## src/rtl/sbmd_pkg.sv

```systemverilog
package sbmd_pkg;

    localparam int MAX_WIDTH  = 4096;
    localparam int MAX_HEIGHT = 4096;
    localparam int LINE_DEPTH = MAX_WIDTH / 2;

    localparam int CW    = $clog2(MAX_WIDTH + 1);
    localparam int CHW   = $clog2(MAX_HEIGHT + 1);
    localparam int OCW   = $clog2(MAX_WIDTH / 2 + 1);
    localparam int OCHW  = $clog2(MAX_HEIGHT / 2 + 1);
    localparam int SLOT_W = $clog2(LINE_DEPTH);

    localparam int CFG_IDX_W  = 2;
    localparam int CFG_DATA_W = 13;
    localparam logic [CFG_IDX_W-1:0] REG_SOURCE_WIDTH  = 2'd0;
    localparam logic [CFG_IDX_W-1:0] REG_SOURCE_HEIGHT = 2'd1;
    localparam logic [CFG_IDX_W-1:0] REG_SRGB_MODE     = 2'd2;

    localparam int SUM_W   = 20;
    localparam int ASUM_W  = 12;
    localparam int RECIP_W = 25;
    localparam int PROD_W  = SUM_W + RECIP_W;
    localparam int THR_W   = 31;
    localparam int LV_W    = 30;

    localparam int QUEUE_DEPTH = 4;
    localparam int QPTR_W      = $clog2(QUEUE_DEPTH);
    localparam int OUT_DEPTH   = 16;
    localparam int OPTR_W      = $clog2(OUT_DEPTH);
    localparam int ENC_STAGES  = 8;

    typedef struct packed {
        logic [7:0] red_in;
        logic [7:0] green_in;
        logic [7:0] blue_in;
        logic [7:0] alpha_in;
    } in_item_t;

    typedef struct packed {
        logic [7:0] red_out;
        logic [7:0] green_out;
        logic [7:0] blue_out;
        logic [7:0] alpha_out;
        logic       last_of_level;
    } out_item_t;

    // classified pixel handed from front to back
    typedef struct packed {
        logic [2:0][15:0]  color;
        logic [7:0]        alpha;
        logic [SLOT_W-1:0] slot;
        logic              first;
        logic              last;
        logic [3:0]        cnt;
        logic              mode;
        logic              level_end;
    } mid_item_t;

    typedef struct packed {
        logic [2:0][SUM_W-1:0] color;
        logic [ASUM_W-1:0]     alpha;
    } line_entry_t;

    typedef logic [15:0]      fwd_tab_t [256];
    typedef logic [THR_W-1:0] thr_tab_t [256];

    localparam logic [RECIP_W-1:0] RECIP_TAB [10] = '{
        25'd0, 25'd16777216, 25'd8388608, 25'd5592405, 25'd4194304,
        25'd3355443, 25'd2796203, 25'd2396745, 25'd2097152, 25'd1864135
    };

    function automatic logic [63:0] pow5_q30(input logic [63:0] y);
        logic [63:0] p;
        p = (y * y) >> 30;
        p = (p * y) >> 30;
        p = (p * y) >> 30;
        return (p * y) >> 30;
    endfunction

    // sRGB value h/510 to linear light, Q2.30
    function automatic logic [63:0] decode_q30(input logic [63:0] h);
        logic [63:0] num;
        logic [63:0] t;
        logic [63:0] t2;
        logic [63:0] lo;
        logic [63:0] hi;
        logic [63:0] mid;
        if (h <= 64'd20) begin
            num = (h * 64'd10) << 30;
            return (num * 64'd2 + 64'd65892) / 64'd131784;
        end
        t = (((h * 64'd1000 + 64'd28050) << 30) + 64'd269025) / 64'd538050;
        if (t > (64'd1 << 30)) begin
            t = 64'd1 << 30;
        end
        t2 = (t * t) >> 30;
        lo = 64'd0;
        hi = 64'd1 << 30;
        while (lo < hi) begin
            mid = (lo + hi + 64'd1) >> 1;
            if (pow5_q30(mid) <= t2) begin
                lo = mid;
            end else begin
                hi = mid - 64'd1;
            end
        end
        return (t2 * lo) >> 30;
    endfunction

    function automatic fwd_tab_t build_fwd();
        fwd_tab_t    tab;
        logic [63:0] q;
        for (int v = 0; v < 256; v++) begin
            q = (decode_q30(64'(2 * v)) + 64'd8192) >> 14;
            tab[v] = (q > 64'd65535) ? 16'hFFFF : q[15:0];
        end
        return tab;
    endfunction

    function automatic thr_tab_t build_thr();
        thr_tab_t    tab;
        logic [63:0] d;
        tab[0] = '0;
        for (int v = 1; v < 256; v++) begin
            d = decode_q30(64'(2 * v - 1));
            tab[v] = d[THR_W-1:0];
        end
        return tab;
    endfunction

    localparam fwd_tab_t FWD_TAB = build_fwd();
    // decision levels between adjacent sRGB bytes
    localparam thr_tab_t THR_TAB = build_thr();

endpackage

```

## src/rtl/sbmd_queue.sv

```systemverilog
module sbmd_queue (
    input  logic                clk,
    input  logic                rst_n,
    input  logic                wr_en,
    input  sbmd_pkg::mid_item_t wr_item,
    output logic                full,
    input  logic                rd_en,
    output sbmd_pkg::mid_item_t rd_item,
    output logic                empty
);
    import sbmd_pkg::*;

    mid_item_t             mem_reg [QUEUE_DEPTH];
    logic [QPTR_W-1:0]     wp_reg, rp_reg;
    logic [QPTR_W:0]       cnt_reg, cnt_next;
    logic                  do_wr, do_rd;

    assign full    = (cnt_reg == (QPTR_W + 1)'(QUEUE_DEPTH));
    assign empty   = (cnt_reg == '0);
    assign do_wr   = wr_en && !full;
    assign do_rd   = rd_en && !empty;
    assign rd_item = mem_reg[rp_reg];

    always_comb
    begin
        cnt_next = cnt_reg + (QPTR_W + 1)'(do_wr) - (QPTR_W + 1)'(do_rd);
    end

    always_ff @(posedge clk)
    begin
        if (do_wr)
            mem_reg[wp_reg] <= wr_item;
    end

    always_ff @(posedge clk or negedge rst_n)
    begin
        if (!rst_n)
        begin
            wp_reg  <= '0;
            rp_reg  <= '0;
            cnt_reg <= '0;
        end
        else
        begin
            if (do_wr)
                wp_reg <= wp_reg + QPTR_W'(1);
            if (do_rd)
                rp_reg <= rp_reg + QPTR_W'(1);
            cnt_reg <= cnt_next;
        end
    end

    assert property (@(posedge clk) disable iff (!rst_n)
        cnt_reg <= (QPTR_W + 1)'(QUEUE_DEPTH))
        else $error("queue count overrun");

endmodule

```

## config.mk

```make
export PLATFORM = sky130hd
export DESIGN_NAME = sbmd_queue
export DESIGN_NICKNAME = d
export VERILOG_FILES = /design/src/rtl/sbmd_pkg.sv /design/src/rtl/sbmd_queue.sv
export SDC_FILE = /design/constraint.sdc
export NUM_CORES = 1
export LEC_CHECK = 0
export BUFFER_PORTS_ARGS = -buffer_cell sky130_fd_sc_hd__clkbuf_2
export CAP_MARGIN = 20
export CORE_ASPECT_RATIO = 0.6
export CORE_MARGIN = 5
export CORE_UTILIZATION = 51
export DETAILED_ROUTE_END_ITERATION = 12
export HOLD_SLACK_MARGIN = 0.05
export PLACE_DENSITY = 0.81
export SETUP_SLACK_MARGIN = 0.4
export SYNTH_ARGS = -nofsm -noshare
export SYNTH_HDL_FRONTEND = slang
export SYNTH_SLANG_ARGS = --single-unit
```

## constraint.sdc

```tcl
create_clock -name clk -period 2.86 [get_ports clk]
set_input_delay 0.286 -clock clk [delete_from_list [all_inputs] [get_ports clk]]
set_output_delay 0.286 -clock clk [all_outputs]
set_load 0.005 [all_outputs]
```

Word-level counts from Yosys, hierarchy flattened
Memory sizes are Yosys's and may differ from the RTL's.
Cells that the tools add are included.
- logic and storage cells: 16
- register bits: 7
- memory bits (writable): 300
- input port bits: 79
- memories kept: 1
- output and inout bits: 77
- memories (memory ; depth ; width ; read ports ; clocked after Yosys merged registers in ; write ports ; RTL line ; text):
    mem_reg ; 4 ; 75 ; 1 ; 0 ; 1 ; sbmd_queue.sv:13 ; mid_item_t mem_reg [QUEUE_DEPTH];
- eq/ne operators: 1
- mux-type cells: 2
- $add $sub $neg: 4
- reduce and logical (&&, ||, !) cells: 5
- operator list (kind ; count):
    $add 2x1->2 const B ; 2
    $add 3x1->3 ; 1
    $eq 3x3->1 const B ; 1
    $logic_not 3->1 ; 1
    $sub 3x1->3 ; 1
    $logic_and 1x1->1 ; 2
    $logic_not 1->1 ; 2
    $mux 1 ; 2

Logic depth before layout (Yosys ltp)
Gate-level depths: netlist (run 1).
- depth after elaboration: 5
- depth in mapped cells: 8
- depth with buffers taken out: 8

Least setup slack after synthesis (run 1)
OpenSTA, ideal clock, no wires.
- path type: reg2reg
- start point: register cnt_reg[2]
- end point: memory mem_reg[0][0] in the netlist's numbering (enable)
- cell stages (with the launch flop): 3
- setup time: 0.442 ns
- required time: 2.418 ns
- path slack: -0.078 ns
- clock period less this slack: 2.938 ns
- path buffers: 0
- arrival time: 2.496 ns
- cells stage by stage: dfrtp_1 nor3b_2 and3b_1
- word-level cells in the longest chain between the ends: 5
- ends and longest elaborated chain (element ; RTL line ; text):
    start: declaration ; sbmd_queue.sv:15 ; logic [QPTR_W:0] cnt_reg, cnt_next;
    start signal: assignment ; sbmd_queue.sv:49 ; cnt_reg <= cnt_next;
    $eq 3x3->1 ; sbmd_queue.sv:18 ; assign full = (cnt_reg == (QPTR_W + 1)'(QUEUE_DEPTH));
    net full ; sbmd_queue.sv:6 ; output logic full,
    $logic_not 1->1 ; sbmd_queue.sv:20 ; assign do_wr = wr_en && !full;
    $logic_and 1x1->1 ; sbmd_queue.sv:20 ;
    $mux 1 ; sbmd_queue.sv:31 ; if (do_wr)
    $mux 1 (not written as such) ; sbmd_queue.sv:32 ; mem_reg[wp_reg] <= wr_item;
    end: declaration ; sbmd_queue.sv:13 ;
The timed path passes the listed nets, and every way through them passes these cells.

==> results of run 1 <==
-- timing repair --
| action | in CTS | in global routing |
|---|---|---|
| endpoints found under the hold margin | 308 | 0 |
| gates cloned | 0 | 0 |
| buffers inserted | 2 | 3 |
| resized for setup | 0 | 1 |
| setup endpoints to repair | 62 | 21 |
| hold buffers | 77 | 0 |
-- layout by cell type (no fill, tap or decap) --
master	netlist	final
dfrtp_1	7	5
buf_6	1	1
buf_12	4	7
o211ai_1	2	2
dfrtp_4	0	2
dlygate4sd3_1	0	77
xnor2_1	4	4
clkinv_2	0	3
clkinvlp_4	0	3
o31ai_1	1	1
and3b_4	0	4
clkbuf_1	0	6
ha_1	6	6
inv_1	6	6
buf_4	4	14
clkbuf_2	0	155
edfxtp_1	300	300
clkbuf_16	0	27
mux4_2	75	75
clkinv_1	0	4
o311ai_0	1	1
inv_6	0	1
nand4bb_1	2	2
nor3_1	1	1
diode_2	0	1
nor3b_2	1	1
bufinv_16	0	2
nand2_1	1	1
nand2b_1	4	4
fa_1	1	1
-- metrics by stage --
stage | instance area, sq um | setup slack [ps]
after floorplan | 11300 | 761
after global routing | 14200 | 398
after detailed placement | 12500 | 619
final | 14200 | 520
after global placement | 12500 | 652
after CTS | 14100 | 425
-- worst max-delay path, stage by stage (launching register included) --
cell      delay [ps]
dfrtp_4          560
buf_4            270
mux4_2           570
clkbuf_2         140
-- report_power, final --
group / leakage [nW] / switching, mW / internal (mW)
logic: 1.71 / 1.90 / 2.04
registers: 2.83 / 0.329 / 5.93
clock network: 0.391 / 1.49 / 1.91
-- worst max path at each step --
stage                               start                 endpoint  slack, ps
floorplan            cnt_reg[2]$_DFF_PN0_  mem_reg[0][0]$_DFFE_PP_        760
global placement     cnt_reg[1]$_DFF_PN0_     cnt_reg[2]$_DFF_PN0_        650
detailed placement   cnt_reg[2]$_DFF_PN0_     cnt_reg[2]$_DFF_PN0_        620
CTS                 rp_reg[0]$_DFFE_PN0P_               rd_item[4]        430
global route        rp_reg[0]$_DFFE_PN0P_               rd_item[4]        400
finish              rp_reg[0]$_DFFE_PN0P_               rd_item[4]        520
-- per-layer routing --
layer	share of wire	GRT usage
met1	0.44	0.254
met2	0.48	0.260
met3	0.075	0.0414
met4	0.013	0.0251
met5	0	0
-- layout make-up --
type,count,area (sq um),area share
flip-flops and latches,307,9190,0.649
multi-input cells,103,1970,0.139
diodes,1,2.50,0.000177
inverters,6,22.5,0.00159
clock inverters,13,121,0.00857
clock buffers,33,698,0.0493
repair buffers,254,1800,0.127
well taps,286,358,0.0253
-- kinds of logic (layout without fill, tap and decap cells) --
group                      Yosys count  count (layout)
AOI/OAI and AO/OA                    4               4
DFF                                307             307
other                                0               1
buffers and inverters               23             306
muxes                               75              75
xor gates and xnor gates             4               4
and+or+nand+nor                     13              13
adders and majority gates            7               7
==> results by group, run 1 <==
Status
  • Status: finished clean

Timing
  • Fin crit share: 0.818
  • Final Hold Viols: 0
  • Worst Skew: 5.63 ps
  • Setup Viol. Count Final: 0
  • Fmax: 0.427 GHz
  • Worst Tran Pin Value: 533 ps
  • Slew Viols, Final: 0
  • Hold_ws: 139 ps
  • Rel. slew slack: 0.645
  • Minimum clock period: 2340 ps
  • RSZ-0062 raised after global routing: no
  • Setup TNS: 0 ps

Worst hold path
  • Hold path depth: 3
  • Hold Startpoint: wr_en
  • Hold worst-path end: wp_reg[1]$_DFFE_PN0P_
  • Worst Hold Class: input pin to flip-flop

Floorplanning
  • Die width: 202 microns
  • I/O Pins: 156
  • Initial Utilization: 0.517
  • Die height: 125 microns
  • Die area: 25,400 sq um
  • Core Box Area: 21,900 sq um
  • Core Rows: 42

Synthesis
  • Register bit total from synthesis: 307
  • Syn Nets: 519
  • Simple-Gate Fraction of Synth Area: 0.00918
  • Post-Synth Adder-Cell Area: 0.00840
  • Avg Synthesized Cell Area: 26.1 sq um
  • Synth cell types: 21
  • Cell accounting for the most synthesized area: edfxtp_1
  • Synthesized netlist cell count: 433
  • Most frequent cell after synthesis: edfxtp_1
  • Multiplexer share of the synthesized area: 0.149
  • Warning count from the yosys run: 0
  • Post-synth EDFFs: 300
  • Synth Area in Compound Gates: 0.00276
  • Commonest cells in the netlist: edfxtp_1, mux4_2, dfrtp_1
  • Largest family of logic cells by synthesized area: multiplexers
  • Ys async rst share: 0.0228
  • Post-synthesis sequential area ratio: 0.811
  • Xor and xnor area share after synthesis: 0.00310
  • Synth top area share: 0.796
  • Post-Synthesis Cell Area: 11,300 sq um
  • Cells taking the most area after synthesis: edfxtp_1, mux4_2, dfrtp_1
  • Top FF cell, synth: edfxtp_1

Power
  • Static leakage: 4.93 nW
  • Worst vdd ir: 0.528 mV
  • Total power: 13.6 mW
  • Pwr/cell area: 960 nW/um^2

Detailed routing
  • DR vias/cell: 5.36
  • Final ANT Viol Nets: 0
  • DRT iter0 DRCs: 399
  • Vias: 5,372
  • DR DRC count: 0
  • TritonRoute pass-1 iters: 4
  • Routed wire length: 21,200 microns
  • Routed WL per cell: 21.1 microns

Cells and area
  • Final core occ: 0.646
  • Area grow syn2layout: 25.2%
  • Post-Layout Cell Count: 1,003
  • NumNets Final: 785
  • Max FFs per register: 300
  • Layout cell share with drive strength beyond 1: 0.412
  • Filler cells: 1,451

Setup path
  • Crit path kind: flip-flop to primary output
  • Crit-path max FO: 10
  • Reg2reg start: cnt_reg[2]$_DFF_PN0_
  • Worst reg2reg setup slack: 600 ps
  • Critical path capture point type: primary output
  • Worst r2r path cells: 8
  • Arr. time, crit path: 2050 ps
  • Reg-to-reg critical path endpoint: cnt_reg[2]$_DFF_PN0_
  • Worst setup SP type: flip-flop
  • Critical Path RT: 2570 ps

Clocking
  • Worst-Skew Late Latency: 510 ps
  • CTS tree: done
  • H-tree levels: 1
  • Clock sink count: 307
  • CTS Root Cell: clkbuf_16
  • Worst-path clk slew: 60 ps
  • Num CTS Buffers: 27
  • Longest Clk Path Bufs: 3

GRT
  • Gr ovfl total: 0
  • First-pass GRT wire length: 33,200 microns
  • Largest net degree at the start of global routing: 36
  • Antenna violations before repair: 1
  • Global-route total usage across every layer: 0.168
  • Vias in the first global route: 5,671

Placed design
  • Port bufs: 155
  • Hpwl dp: 13,500 microns
  • DP Cell Count: 874
  • Routability cong.: 0.748

Run
  • Reported max-cap violation count: 0
No activity file was read; power rests on OpenSTA's default activity.
==> run 2: changes to the inputs <==
Settings changed: ABC_AREA set to 1, CORE_UTILIZATION 51 to 58, PLACE_DENSITY 0.81 to 0.86.
Clock period 2.86 ns to 2.2 ns, I/O delays scaled along.
==> run 2 against run 1 <==
Synthesized cell count is 130% higher. Cell count is 55% higher. Hold slack worse by 49 ps. Sequential share of layout area is 6.0 points lower. Clock-buffer cell count is 1 lower. Via count is 53% higher. Synthesized area is 7.6% higher. Combinational power is 100% higher. Non-clock buffer count is 11 higher. Largest cell class unchanged. Largest power group unchanged.
==> results by group, run 2 <==
Setup path
  • CP top delay family: flip-flops
  • Slowest CP cell: dfrtp_4
  • Critical path capture point type: primary output
  • CP cell instances: buf_16, nor2_4, nor2_1, o21ai_1, nand2_1, clkbuf_2
  • Crit path kind: flip-flop to primary output
  • Arr. time, crit path: 1970 ps (-80 ps)
  • CP Buf/Inv Count: 2 (unchanged)
  • Crit-path max FO: 53 (+43)
  • Worst setup SP type: flip-flop
  • Max incr delay on CP: 520 ps (-50 ps)
  • Critical Path RT: 1980 ps (-590 ps)

Timing
  • Setup TNS: 0 ps (unchanged)
  • Final worst slack: 7.40 ps (-513 ps)
  • Final Hold Viols: 0 (unchanged)
  • Worst Tran Pin Value: 523 ps (-9.47 ps)
  • Worst Skew: 6.33 ps (+0.698 ps)
  • Minimum clock period: 2190 ps
  • Setup Viol. Count Final: 0 (unchanged)
  • Slew Viols, Final: 0 (unchanged)
  • Fmax: 0.456 GHz
  • Hold_ws: 89.7 ps (-49.2 ps)
  • RSZ-0062 raised after global routing: yes
  • Rel. slew slack: 0.651 (+0.00631)
  • Fin crit share: 0.997

Clocking
  • Longest Clk Path Bufs: 3 (unchanged)
  • CTS tree: done
  • Num CTS Buffers: 27 (unchanged)
  • Worst-Skew Late Latency: 510 ps (about the same)
  • H-tree levels: 1 (unchanged)
  • Clock sink count: 307 (unchanged)
  • CTS Root Cell: clkbuf_16
  • Worst-path clk slew: 60 ps (about the same)

Cells and area
  • NumNets Final: 1,339 (+71%)
  • Commonest non-fill, non-tap cells in the layout: edfxtp_1, nand2_1, clkbuf_2
  • Max FFs per register: 300 (unchanged)
  • Multi-input gate area: 2690 sq um (+36%)
  • Area grow syn2layout: 28.2%
  • Final core occ: 0.749 (+0.103)
  • Layout cell share with drive strength beyond 1: 0.233 (-0.179)
  • Reg area: 9190 sq um (about the same)
  • Filler cells: 1,241 (-14%)
  • Most common cell after layout, fill and taps aside: edfxtp_1

Floorplanning
  • Die height: 122 microns (-2.5%)
  • Initial Utilization: 0.585 (+0.0680)
  • Core Box Area: 20,800 sq um (-5.0%)
  • I/O Pins: 156 (unchanged)
  • Die area: 24,100 sq um (-5.1%)
  • Die width: 197 microns (-2.6%)
  • Core Rows: 41 (-2.4%)

Synthesis
  • Most frequent cell after synthesis: edfxtp_1
  • Post-synth EDFFs: 300 (unchanged)
  • Top FF cell, synth: edfxtp_1
  • Warning count from the yosys run: 0 (unchanged)
  • Synthesized netlist cell count: 1,008 (+130%)
  • Avg Synthesized Cell Area: 12.1 sq um (-54%)
  • Ys async rst share: 0.0228 (unchanged)
  • Syn Nets: 1,094 (+110%)
  • Synth cell types: 17 (-19%)
  • Commonest cells in the netlist: edfxtp_1, nand2_1, nor2_1
  • Synth top area share: 0.740 (-0.0560)
  • Post-Synthesis Cell Area: 12,200 sq um (+7.6%)
  • Register bit total from synthesis: 307 (unchanged)
  • Cells taking the most area after synthesis: edfxtp_1, nand2_1, nor2_1
  • Post-synthesis sequential area ratio: 0.754 (-0.0570)
  • Cell accounting for the most synthesized area: edfxtp_1

Placed design
  • Hpwl dp: 14,000 microns (+3.6%)
  • Port bufs: 155 (unchanged)
  • Pre-CTS WS: 172 ps (-447 ps)
  • Routability cong.: 0.732 (-2.2%)

GRT
  • Gr ovfl total: 0 (unchanged)
  • Met3 Usage GRT: 0.0346 (-0.00684)
  • Global-route total usage across every layer: 0.224 (+0.0561)
  • Vias in the first global route: 7,927 (+40%)
  • Grt peak-use layer: met2
  • Antenna violations before repair: 2 (+1)
  • Met1 track demand over resource: 0.311 (+0.0572)
  • Largest net degree at the start of global routing: 79 (+120%)
  • Met2 Use GR: 0.390 (+0.130)
  • First-pass GRT wire length: 42,300 microns (+28%)

Power
  • Worst vdd ir: 0.854 mV (+62%)
  • Total power: 20.6 mW (+51%)
  • Pwr/cell area: 1320 nW/um^2 (+37%)
  • Static leakage: 6.27 nW (+27%)

Detailed routing
  • Routed WL per cell: 18.1 microns (-14%)
  • Routed wire length: 28,200 microns (+33%)
  • Final ANT Viol Nets: 0 (unchanged)
  • DRT iter0 DRCs: 653 (+64%)
  • Vias: 8,222 (+53%)
  • DR vias/cell: 5.29 (-1.2%)
  • TritonRoute pass-1 iters: 5 (+1)
  • DR DRC count: 0 (unchanged)

Run
  • Reported max-cap violation count: 0 (unchanged)

Status
  • Status: finished clean

Worst hold path
  • Worst Hold Class: input pin to async pin
## run 2: path summary, 6_finish.rpt
| path | from | to | slack [ps] | depth (start not counted) |
|---|---|---|---|---|
| hold reg to reg | wp_reg[0]$_DFFE_PN0P_ | wp_reg[0]$_DFFE_PN0P_ | 580 | 2 |
| min in group clk | wr_item[38] | mem_reg[1][38]$_DFFE_PP_ | 460 | 2 |
| max in group asynchronous | rst_n | rp_reg[0]$_DFFE_PN0P_ | 1910 | 2 |
| setup / recovery | rp_reg[0]$_DFFE_PN0P_ | rd_item[20] | 7 | 6 |
| setup reg to reg | cnt_reg[1]$_DFF_PN0_ | cnt_reg[2]$_DFF_PN0_ | 340 | 10 |
| hold / removal | rst_n | cnt_reg[1]$_DFF_PN0_ | 90 | 2 |
## run 2: cell type report
class	count	area share
timing repair buffer	265	0.140
antenna	2	0.000321
inverter	91	0.0222
clock buffer	32	0.0445
multi-input combinational	561	0.172
tap	279	0.0224
sequential	307	0.589
clock inverter	16	0.00962
## run 2: kinds of logic after synthesis
family          count (synthesis)  share of synthesized area
buf+inv                       140                     0.0509
compound gates                150                     0.0617
simple gates                  404                      0.125
fa+ha+maj                       7                    0.00781
flops                         307                      0.754
## run 2: metal layers
layer	vias to the layer above	wire length, microns
met5	-	0
met4	0	419
met3	40	2440
met2	386	14200
met1	3916	11100
li1	3880	-
## run 2: repair_timing
item,CTS,global route
buffers inserted,8,2
cloned,5,1
pin swaps,16,20
hold endpoints to repair,310,0
resized for setup,65,118
hold buffers,78,0
setup endpoints to repair,77,77
## run 2: power by group
group / internal, mW / total, mW / switching (mW)
Clock: 2.60 / 4.56 / 1.96
Sequential: 7.69 / 8.05 / 0.362
Combinational: 3.13 / 7.95 / 4.82
Total: 13.4 / 20.6 / 7.14
## run 2: metrics by stage
step | cell area (sq um) | cells
2_1_floorplan | 12200 | 1008
3_3_place_gp | 13400 | 1409
3_5_place_dp | 13400 | 1409
4_1_cts | 15300 | 1548
5_1_grt | 15600 | 1553
6_report | 15600 | 1553
