File: config.mk
export PLATFORM = sky130hd
export DESIGN_NAME = sbmd_front
export DESIGN_NICKNAME = d
export VERILOG_FILES = /design/src/rtl/sbmd_pkg.sv /design/src/rtl/sbmd_front.sv
export SDC_FILE = /design/constraint.sdc
export NUM_CORES = 1
export LEC_CHECK = 0
export ABC_AREA = 1
export ABC_CLOCK_PERIOD_IN_PS = 5630
export BUFFER_PORTS_ARGS = -buffer_cell sky130_fd_sc_hd__buf_2
export CORE_MARGIN = 3
export CORE_UTILIZATION = 40
export DETAILED_ROUTE_END_ITERATION = 8
export PLACE_DENSITY_LB_ADDON = 0.1
export SYNTH_ARGS = -nofsm -noshare
export SYNTH_HDL_FRONTEND = slang
export SYNTH_SLANG_ARGS = --single-unit
export TNS_END_PERCENT = 100
File: constraint.sdc
create_clock -name clk -period 5.63 [get_ports clk]
set_input_delay 0.563 -clock clk [delete_from_list [all_inputs] [get_ports clk]]
set_output_delay 0.563 -clock clk [all_outputs]
set_load 0.02 [all_outputs]
File: src/rtl/sbmd_pkg.sv
package sbmd_pkg;

    localparam int MAX_WIDTH  = 4096;
    localparam int MAX_HEIGHT = 4096;
    localparam int LINE_DEPTH = MAX_WIDTH / 2;

    localparam int CW    = $clog2(MAX_WIDTH + 1);
    localparam int CHW   = $clog2(MAX_HEIGHT + 1);
    localparam int OCW   = $clog2(MAX_WIDTH / 2 + 1);
    localparam int OCHW  = $clog2(MAX_HEIGHT / 2 + 1);
    localparam int SLOT_W = $clog2(LINE_DEPTH);

    localparam int CFG_IDX_W  = 2;
    localparam int CFG_DATA_W = 13;
    localparam logic [CFG_IDX_W-1:0] REG_SOURCE_WIDTH  = 2'd0;
    localparam logic [CFG_IDX_W-1:0] REG_SOURCE_HEIGHT = 2'd1;
    localparam logic [CFG_IDX_W-1:0] REG_SRGB_MODE     = 2'd2;

    localparam int SUM_W   = 20;
    localparam int ASUM_W  = 12;
    localparam int RECIP_W = 25;
    localparam int PROD_W  = SUM_W + RECIP_W;
    localparam int THR_W   = 31;
    localparam int LV_W    = 30;

    localparam int QUEUE_DEPTH = 4;
    localparam int QPTR_W      = $clog2(QUEUE_DEPTH);
    localparam int OUT_DEPTH   = 16;
    localparam int OPTR_W      = $clog2(OUT_DEPTH);
    localparam int ENC_STAGES  = 8;

    typedef struct packed {
        logic [7:0] red_in;
        logic [7:0] green_in;
        logic [7:0] blue_in;
        logic [7:0] alpha_in;
    } in_item_t;

    typedef struct packed {
        logic [7:0] red_out;
        logic [7:0] green_out;
        logic [7:0] blue_out;
        logic [7:0] alpha_out;
        logic       last_of_level;
    } out_item_t;

    // classified pixel handed from front to back
    typedef struct packed {
        logic [2:0][15:0]  color;
        logic [7:0]        alpha;
        logic [SLOT_W-1:0] slot;
        logic              first;
        logic              last;
        logic [3:0]        cnt;
        logic              mode;
        logic              level_end;
    } mid_item_t;

    typedef struct packed {
        logic [2:0][SUM_W-1:0] color;
        logic [ASUM_W-1:0]     alpha;
    } line_entry_t;

    typedef logic [15:0]      fwd_tab_t [256];
    typedef logic [THR_W-1:0] thr_tab_t [256];

    localparam logic [RECIP_W-1:0] RECIP_TAB [10] = '{
        25'd0, 25'd16777216, 25'd8388608, 25'd5592405, 25'd4194304,
        25'd3355443, 25'd2796203, 25'd2396745, 25'd2097152, 25'd1864135
    };

    function automatic logic [63:0] pow5_q30(input logic [63:0] y);
        logic [63:0] p;
        p = (y * y) >> 30;
        p = (p * y) >> 30;
        p = (p * y) >> 30;
        return (p * y) >> 30;
    endfunction

    // sRGB value h/510 to linear light, Q2.30
    function automatic logic [63:0] decode_q30(input logic [63:0] h);
        logic [63:0] num;
        logic [63:0] t;
        logic [63:0] t2;
        logic [63:0] lo;
        logic [63:0] hi;
        logic [63:0] mid;
        if (h <= 64'd20) begin
            num = (h * 64'd10) << 30;
            return (num * 64'd2 + 64'd65892) / 64'd131784;
        end
        t = (((h * 64'd1000 + 64'd28050) << 30) + 64'd269025) / 64'd538050;
        if (t > (64'd1 << 30)) begin
            t = 64'd1 << 30;
        end
        t2 = (t * t) >> 30;
        lo = 64'd0;
        hi = 64'd1 << 30;
        while (lo < hi) begin
            mid = (lo + hi + 64'd1) >> 1;
            if (pow5_q30(mid) <= t2) begin
                lo = mid;
            end else begin
                hi = mid - 64'd1;
            end
        end
        return (t2 * lo) >> 30;
    endfunction

    function automatic fwd_tab_t build_fwd();
        fwd_tab_t    tab;
        logic [63:0] q;
        for (int v = 0; v < 256; v++) begin
            q = (decode_q30(64'(2 * v)) + 64'd8192) >> 14;
            tab[v] = (q > 64'd65535) ? 16'hFFFF : q[15:0];
        end
        return tab;
    endfunction

    function automatic thr_tab_t build_thr();
        thr_tab_t    tab;
        logic [63:0] d;
        tab[0] = '0;
        for (int v = 1; v < 256; v++) begin
            d = decode_q30(64'(2 * v - 1));
            tab[v] = d[THR_W-1:0];
        end
        return tab;
    endfunction

    localparam fwd_tab_t FWD_TAB = build_fwd();
    // decision levels between adjacent sRGB bytes
    localparam thr_tab_t THR_TAB = build_thr();

endpackage

File: src/rtl/sbmd_front.sv
module sbmd_front (
    input  logic                               clk,
    input  logic                               rst_n,
    input  logic                               wr_en,
    input  logic [sbmd_pkg::CFG_IDX_W-1:0]     wr_index,
    input  logic [sbmd_pkg::CFG_DATA_W-1:0]    wr_data,
    input  logic                               push,
    input  sbmd_pkg::in_item_t                 in_item,
    input  logic                               q_full,
    output logic                               q_wr,
    output sbmd_pkg::mid_item_t                q_item
);
    import sbmd_pkg::*;

    logic [CFG_DATA_W-1:0] width_reg, height_reg;
    logic                  mode_reg;
    logic [CW-1:0]   scol_reg, scol_next, xb_reg, xb_next, xe_reg, xe_next;
    logic [CHW-1:0]  srow_reg, srow_next, yb_reg, yb_next, ye_reg, ye_next;
    logic [OCW-1:0]  ocol_reg, ocol_next, xf_reg, xf_next;
    logic [OCHW-1:0] orow_reg, orow_next, yf_reg, yf_next;
    logic row_start_reg, row_start_next, lvl_start_reg, lvl_start_next;

    logic [CW-1:0]   w, xb_e, xe_e, xe_adv, scol_inc;
    logic [CHW-1:0]  h, yb_e, ye_e, ye_adv, srow_inc;
    logic [OCW-1:0]  ow, xf_e, xf_sum, xf_adv;
    logic [OCHW-1:0] oh, yf_e, yf_sum, yf_adv;
    logic [1:0]      qx, qy;
    logic            rx, ry;
    logic            cfg_hit, accept;
    logic [1:0]      span_x, span_y;

    assign cfg_hit = wr_en && (wr_index == REG_SOURCE_WIDTH || wr_index == REG_SOURCE_HEIGHT
                               || wr_index == REG_SRGB_MODE);
    assign accept  = push && !q_full;

    always_comb
    begin
        if (width_reg == '0)
            w = CW'(1);
        else if (int'(width_reg) > MAX_WIDTH)
            w = CW'(MAX_WIDTH);
        else
            w = CW'(width_reg);
        if (height_reg == '0)
            h = CHW'(1);
        else if (int'(height_reg) > MAX_HEIGHT)
            h = CHW'(MAX_HEIGHT);
        else
            h = CHW'(height_reg);

        ow = ((w >> 1) == '0) ? OCW'(1) : OCW'(w >> 1);
        oh = ((h >> 1) == '0) ? OCHW'(1) : OCHW'(h >> 1);

        // span step: size = q*osize + r, r kept below osize
        if (w == CW'(1))
        begin
            qx = 2'd1;
            rx = 1'b0;
        end
        else if (w[0] && ow == OCW'(1))
        begin
            qx = 2'd3;
            rx = 1'b0;
        end
        else
        begin
            qx = 2'd2;
            rx = w[0];
        end
        if (h == CHW'(1))
        begin
            qy = 2'd1;
            ry = 1'b0;
        end
        else if (h[0] && oh == OCHW'(1))
        begin
            qy = 2'd3;
            ry = 1'b0;
        end
        else
        begin
            qy = 2'd2;
            ry = h[0];
        end

        xb_e = row_start_reg ? '0 : xb_reg;
        xe_e = row_start_reg ? CW'(qx) : xe_reg;
        xf_e = row_start_reg ? OCW'(rx) : xf_reg;
        yb_e = lvl_start_reg ? '0 : yb_reg;
        ye_e = lvl_start_reg ? CHW'(qy) : ye_reg;
        yf_e = lvl_start_reg ? OCHW'(ry) : yf_reg;

        // next span end, Bresenham style
        xf_sum = xf_e + OCW'(rx);
        xe_adv = xe_e + CW'(qx) + CW'(xf_sum == ow);
        xf_adv = (xf_sum == ow) ? '0 : xf_sum;
        yf_sum = yf_e + OCHW'(ry);
        ye_adv = ye_e + CHW'(qy) + CHW'(yf_sum == oh);
        yf_adv = (yf_sum == oh) ? '0 : yf_sum;

        scol_inc = scol_reg + CW'(1);
        srow_inc = srow_reg + CHW'(1);
        span_x   = 2'(xe_e - xb_e);
        span_y   = 2'(ye_e - yb_e);
    end

    always_comb
    begin
        scol_next      = scol_reg;
        srow_next      = srow_reg;
        ocol_next      = ocol_reg;
        orow_next      = orow_reg;
        xb_next        = xb_reg;
        xe_next        = xe_reg;
        xf_next        = xf_reg;
        yb_next        = yb_reg;
        ye_next        = ye_reg;
        yf_next        = yf_reg;
        row_start_next = row_start_reg;
        lvl_start_next = lvl_start_reg;
        if (cfg_hit)
        begin
            scol_next      = '0;
            srow_next      = '0;
            ocol_next      = '0;
            orow_next      = '0;
            row_start_next = 1'b1;
            lvl_start_next = 1'b1;
        end
        else if (accept)
        begin
            row_start_next = 1'b0;
            lvl_start_next = 1'b0;
            yb_next        = yb_e;
            ye_next        = ye_e;
            yf_next        = yf_e;
            scol_next      = scol_inc;
            if (scol_inc == xe_e)
            begin
                ocol_next = ocol_reg + OCW'(1);
                xb_next   = xe_e;
                xe_next   = xe_adv;
                xf_next   = xf_adv;
            end
            else
            begin
                xb_next = xb_e;
                xe_next = xe_e;
                xf_next = xf_e;
            end
            if (scol_inc == w)
            begin
                scol_next      = '0;
                ocol_next      = '0;
                row_start_next = 1'b1;
                srow_next      = srow_inc;
                if (srow_inc == ye_e)
                begin
                    orow_next = orow_reg + OCHW'(1);
                    yb_next   = ye_e;
                    ye_next   = ye_adv;
                    yf_next   = yf_adv;
                end
                if (srow_inc == h)
                begin
                    srow_next      = '0;
                    orow_next      = '0;
                    lvl_start_next = 1'b1;
                end
            end
        end
    end

    always_ff @(posedge clk or negedge rst_n)
    begin
        if (!rst_n)
        begin
            width_reg     <= CFG_DATA_W'(1);
            height_reg    <= CFG_DATA_W'(1);
            mode_reg      <= 1'b0;
            scol_reg      <= '0;
            srow_reg      <= '0;
            ocol_reg      <= '0;
            orow_reg      <= '0;
            xb_reg        <= '0;
            xe_reg        <= '0;
            xf_reg        <= '0;
            yb_reg        <= '0;
            ye_reg        <= '0;
            yf_reg        <= '0;
            row_start_reg <= 1'b1;
            lvl_start_reg <= 1'b1;
        end
        else
        begin
            if (wr_en && wr_index == REG_SOURCE_WIDTH)
                width_reg <= wr_data;
            if (wr_en && wr_index == REG_SOURCE_HEIGHT)
                height_reg <= wr_data;
            if (wr_en && wr_index == REG_SRGB_MODE)
                mode_reg <= wr_data[0];
            scol_reg      <= scol_next;
            srow_reg      <= srow_next;
            ocol_reg      <= ocol_next;
            orow_reg      <= orow_next;
            xb_reg        <= xb_next;
            xe_reg        <= xe_next;
            xf_reg        <= xf_next;
            yb_reg        <= yb_next;
            ye_reg        <= ye_next;
            yf_reg        <= yf_next;
            row_start_reg <= row_start_next;
            lvl_start_reg <= lvl_start_next;
        end
    end

    always_comb
    begin
        q_wr = accept;
        q_item.color[0]  = mode_reg ? FWD_TAB[in_item.red_in]   : {8'd0, in_item.red_in};
        q_item.color[1]  = mode_reg ? FWD_TAB[in_item.green_in] : {8'd0, in_item.green_in};
        q_item.color[2]  = mode_reg ? FWD_TAB[in_item.blue_in]  : {8'd0, in_item.blue_in};
        q_item.alpha     = in_item.alpha_in;
        q_item.slot      = ocol_reg[SLOT_W-1:0];
        q_item.first     = (scol_reg == xb_e) && (srow_reg == yb_e);
        q_item.last      = (scol_inc == xe_e) && (srow_inc == ye_e);
        q_item.cnt       = 4'(span_x * span_y);
        q_item.mode      = mode_reg;
        q_item.level_end = ((ocol_reg + OCW'(1)) == ow) && ((orow_reg + OCHW'(1)) == oh);
    end

    assert property (@(posedge clk) disable iff (!rst_n) xb_e < xe_e && yb_e < ye_e)
        else $error("empty span");
    assert property (@(posedge clk) disable iff (!rst_n) scol_reg < w && srow_reg < h)
        else $error("raster position past level");

endmodule

## Word level (Yosys, flattened, before mapping)

Memory sizes are Yosys's and may differ from the RTL's.
Cells that the tools add are included.

- Input bits: 52
- Word-level logic and storage cells: 145
- Register bits after elaboration: 155
- Memories: 3
- Memory bits (read-only): 12288

Memories:

| name | words | bits a word | rd ports | clocked after Yosys merged registers in | wr ports | line | source |
|---|---|---|---|---|---|---|---|
| (no name shown) | 256 | 16 | 1 | 0 | 0 | sbmd_front.sv:222 | `q_item.color[2] = mode_reg ? FWD_TAB[in_item.blue_in] : {8'd0, in_item.blue_in};` |
| (no name shown) | 256 | 16 | 1 | 0 | 0 | sbmd_front.sv:221 | `q_item.color[1] = mode_reg ? FWD_TAB[in_item.green_in] : {8'd0, in_item.green_in};` |
| (no name shown) | 256 | 16 | 1 | 0 | 0 | sbmd_front.sv:220 | `q_item.color[0] = mode_reg ? FWD_TAB[in_item.red_in] : {8'd0, in_item.red_in};` |

- Muxes and demuxes: 63
- Reductions and logical operators: 26
- Bitwise operators: 4
- $add $sub $neg: 12
- Equality and inequality tests: 16
- Order comparisons: 5
- $mul: 1

Operators by type and width:

| operator | count |
|---|---|
| two-way mux 13 bit | 21 |
| two-way mux 12 bit | 18 |
| two-way mux 16 bit | 9 |
| == test 13 bit | 6 |
| zero test 13 bit | 4 |
| == test 12 bit | 4 |
| greater-or-equal comparator 9 bit (second input constant) | 3 |
| NOT 8 -> 9 bit | 3 |
| adder 13 x 1 -> 13 bit | 2 |
| adder 13 x 1 -> 13 bit (second input constant) | 2 |
| adder 13 x 2 -> 13 bit | 2 |
| == test 13 x 1 -> 1 bit (second input constant) | 2 |
| > comparator 13 bit (second input constant) | 2 |
| adder 12 x 1 -> 12 bit | 2 |
| adder 12 x 1 -> 12 bit (second input constant) | 2 |
| == test 12 x 1 -> 1 bit (second input constant) | 2 |
| two-way mux 1 bit | 13 |
| logical AND 1 bit | 10 |
| AND reduction 2 bit | 3 |
| nonzero test 3 bit | 2 |
| multiplier 2 x 2 -> 4 bit | 1 |
| two-way mux 2 bit | 2 |
| nonzero test 2 bit | 2 |
| subtractor 2 bit | 2 |
| other kinds (7) | 8 |

## Longest topological paths before layout

- Word-level depth: 16
- Mapped depth: 38

## Worst setup path after synthesis

Ideal clock, no wire load.

- Path type: register -> register
- From: register height_reg[8]
- To: register ye_reg[9]
- Data required time: 5.506 ns
- Arrival time: 4.404 ns
- Slack: 1.102 ns
- Setup time: 0.124 ns
- Clock period less this slack: 4.528 ns
- Cell stages (with the launch flop): 33
- Buffers on the path: 1
- Path through: dfrtp_1 or2_0 nor2_1 nand2_1 nand2_2 buf_6 o21ai_0 nand2_1 nor2_1 nand2_1 nand2_1 o21ai_0 ha_1 ha_1 nand2_1 nor2_1 nand3_1 xor2_1 inv_1 nand2_1 nand4_1 nor4_1 nand4_1 nor2_1 nand3_1 fa_1 inv_1 a21oi_1 nor3_1 nand4_1 nor2_1 nand4_1 xor2_1

- Word-level cells in the longest chain between the ends: 15
- Elaborated cells on any way between the ends: 22
- Those cells by class: 3 x add/sub; 1 x order compare; 4 x eq/ne; 11 x mux; 3 x reduce/logical

Ends and longest elaborated chain:

| item | line | source |
|---|---|---|
| from (decl) | sbmd_front.sv:15 | `logic [CFG_DATA_W-1:0] width_reg, height_reg;` |
| from (signal assigned) | sbmd_front.sv:199 | `height_reg <= wr_data;` |
| > comparator 13 bit | sbmd_front.sv:46 | `else if (int'(height_reg) > MAX_HEIGHT)` |
| two-way mux 13 bit | sbmd_front.sv:46 |  |
| two-way mux 13 bit (*) | sbmd_front.sv:44 | `if (height_reg == '0)` |
| zero test 13 bit | sbmd_front.sv:52 | `oh = ((h >> 1) == '0) ? OCHW'(1) : OCHW'(h >> 1);` |
| two-way mux 12 bit | sbmd_front.sv:52 |  |
| == test 12 x 1 -> 1 bit | sbmd_front.sv:75 | `else if (h[0] && oh == OCHW'(1))` |
| logical AND 1 bit | sbmd_front.sv:75 |  |
| two-way mux 1 bit | sbmd_front.sv:75 |  |
| two-way mux 1 bit | sbmd_front.sv:70 | `if (h == CHW'(1))` |
| two-way mux 12 bit | sbmd_front.sv:91 | `yf_e = lvl_start_reg ? OCHW'(ry) : yf_reg;` |
| adder 12 x 1 -> 12 bit | sbmd_front.sv:97 | `yf_sum = yf_e + OCHW'(ry);` |
| == test 12 bit | sbmd_front.sv:98 | `ye_adv = ye_e + CHW'(qy) + CHW'(yf_sum == oh);` |
| adder 13 x 1 -> 13 bit | sbmd_front.sv:98 |  |
| two-way mux 13 bit (*) | sbmd_front.sv:157 | `if (srow_inc == ye_e)` |
| two-way mux 13 bit (*) | sbmd_front.sv:151 | `if (scol_inc == w)` |
| to (signal assigned) | sbmd_front.sv:210 | `ye_reg <= ye_next;` |
| to (decl) | sbmd_front.sv:18 | `logic [CHW-1:0] srow_reg, srow_next, yb_reg, yb_next, ye_reg, ye_next;` |

Mark *: on every way between the ends. The rest lies on a longest branch, timed or not.
A chain may end at the register's enable or synchronous reset.

## Final worst setup path

Ends and elaborated chain as after synthesis.

==> reports/metrics.csv <==
metric,value,unit
Pleak,11.43,nW
max cap viols,0,
Yosys warning total,0,
asr flop ratio synth,1.000,
num rows,86,
DRT Wirelength,114.6,mm
RD Place Congestion,1.072,
first-pass GRT wire length,172.5,mm
drt drc,0,
Via density,6.355,
register area share after synthesis,0.1715,
Critical-path top delay cell,fa_1,
initial antenna violation count,0,
initial core utilization,0.4079,
Peak VDD IR,0.1908,mV
Final Skew,0.01689,ns
Initial DRC Count,4471,
DP HPWL,83.37,mm
Final nets,4020,
Worst-Skew Late Latency,0.45,ns
critical path type,flop to flop,
post-synth top area cell,dfrtp_1,
Synth cell types,67,
Fmax,0.1972,GHz
hold crit path type,input pin to asynchronous set/reset pin,
Yosys reg bits,155,
crit path max fanout,18,
Post-synth EDFFs,0,
status,finished clean,
"count leader, synth",nand2_1,
Reg2Reg Setup Slack,0.56,ns
critical path arrival,5.41,ns
TritonCTS clock tree,done,
pre-CTS WS,0.4782,ns
cts hold-fix bufs,0,
Die Wd,243.9,µm
vias in the first global route,27080,
list of most frequent post-synthesis cells,"nand2_1 (946), inv_1 (440), nor2_1 (426)",
total negative slack,0,ns
Synth Net Count,4031,
final max-slew violation count,0,
Setup-failing EPs final,0,
sequential group share of total power,0.259,
Worst EP required,5.97,ns
synth top area cells,"dfrtp_1 (17%), nand2_1 (16%), o21ai_0 (7.4%)",
# port buffers,111,
Pre-antenna DRT Iters,7,
"non-filler cells, final",4620,
worst r2r dst,ye_reg[9],
clk slew on worst S/H paths,0.08,ns
DRT antenna net count,0,
Comb power frac,0.529,
switching part of the total,0.5010,
Gate Count Post-Synth,3872,
ANT cells,0,
CP Launch Point,height_reg[8],
final hold violation count,0,
htree depth,4,
layout cells sized above 1,0.07903,
placed cell count,4590,
minimum clock period,5.072,ns
P per Cell Area,230.9,mW/mm²
Num CTS Buffers,17,
via count,29360,
"slowest stage delay, CP",0.43,ns
Max-slew headroom,0.3458,
ys flop type,dfrtp_1,
Post-CTS Setup Inserts,0,
largest net degree at the start of global routing,66,
Tcrit/Tclk final,0.9009,
Routed WL per cell,24.80,µm
Post-Syn Area,0.02265,mm²
total grt overflow,0,
Tightest Pin Transition,0.9710,ns
Psw,2.817,mW
DIE HEIGHT,243.9,µm
worst setup margin,0.5580,ns
Core Region,0.05552,mm²
Max Root-Sink Buffers,2,
Internal,2.805,mW
CP Launch Type,flop,
die area,0.05951,mm²
CTS Sinks,155,
part of the power in the clock network,0.212,
global-route usage over all layers,0.3720,
RSZ-0062 raised after global routing,no,
"Area growth, synth to finish",7.519,%
number of cells on the worst reg-to-reg path,32,
clock root cell,clkbuf_16,
launch point of the worst reg-to-reg path,height_reg[8],
"Avg Cell Area, Syn",5.849,µm²
I/O pin cnt,128,
CP endpoint,ye_reg[9],
Crit path top cell by count,nand2_1,
Synth top area share,0.1669,
Worst Setup End Kind,flop,
==> stage by stage <==
stage | utilization | power, mW | hold slack [ns] | instance area (µm²)
CTS | 0.4384 | 5.531 | 0.04855 | 24340
floorplan | - | 3.383 | 0.2674 | 22650
global route | 0.4385 | 5.957 | 0.04484 | 24350
finish | 0.4385 | 5.622 | 0.02180 | 24350
global placement | 0.4279 | 4.367 | 0.4655 | 23760
detailed placement | 0.4279 | 4.328 | 0.4663 | 23760
==> power by group through the flow <==
stage,Combinational [mW],Sequential [mW],Clock [mW]
5_1_grt,3.22,1.48,1.26
6_report,2.98,1.45,1.19
2_1_floorplan,1.97,1.41,0
3_5_place_dp,2.86,1.47,0
3_3_place_gp,2.90,1.46,0
4_1_cts,2.87,1.45,1.21
==> cell type report <==
type                            instances  area (µm²)
Clock buffer                           18       439.2
Timing Repair Buffer                  189        1160
Multi-Input combinational cell       3036       16050
Fill cell                            6294       31170
Sequential cell                       155        3885
Tap cell                              748       935.9
Clock inverter                         12       141.4
Inverter                              462        1734
==> worst max-delay path: cells and delay by family, from the launching register on <==
kind                       cells  cell delay [ns]
adders and majority gates      3             0.82
and+or+nand+nor               21             2.50
buffers and inverters          3             0.40
AOI/OAI and AO/OA              3             0.42
DFF                            1             0.42
xor gates and xnor gates       2             0.38
==> per-layer routing <==
layer  track usage  part of all wire
met2        0.5500              0.41
met5             0                 0
met1        0.5187              0.41
met4        0.1590             0.057
met3       0.08410              0.12
==> how the worst min path moves through the flow <==
stage | to
final | ye_reg[9]
after CTS | ye_reg[9]
after detailed placement | xb_reg[6]
after global routing | ye_reg[9]
after floorplan | height_reg[10]
after global placement | yb_reg[7]
==> cell families (layout without fill, tap and decap cells) <==
group | Yosys count | after routing | synth area share
AND/OR/NAND/NOR | 1852 | 1852 | 0.3463
AO/OA/AOI/OAI | 984 | 984 | 0.2634
buffers and inverters | 681 | 681 | 0.1204
flip-flops | 155 | 155 | 0.1715
adder cells (fa/ha/maj) | 107 | 107 | 0.06243
XOR/XNOR | 93 | 93 | 0.03597
==> what timing repair did <==
item | 4_1_cts | 5_1_grt
hold endpoints to repair | 0 | 0
gates resized for setup | 0 | 2
endpoints found under the setup margin | 0 | 6
==> cell usage in the layout (no fill, tap or decap), types with 11 or more instances in the layout <==
master       n
o21ai_0    333
ha_1        97
nor2_1     425
nand3_1    265
o2111ai_1   24
xor2_1      72
a211oi_1    24
buf_4       77
clkbuf_16   17
a21oi_1    273
or2_2       15
clkinv_1    12
o221ai_1    36
inv_1      439
buf_2      110
nor2_2      12
dfrtp_1    150
a31oi_1     41
o31ai_1     24
nand2_2     17
nand4_1     73
a221oi_1    24
nor3_1      51
nand2_1    946
o22ai_1     42
o211ai_1    53
inv_2       11
nor4_1      11
o21ai_1     18
o311ai_0    26
xnor2_1     21
(Power assumes the default switching activity.)
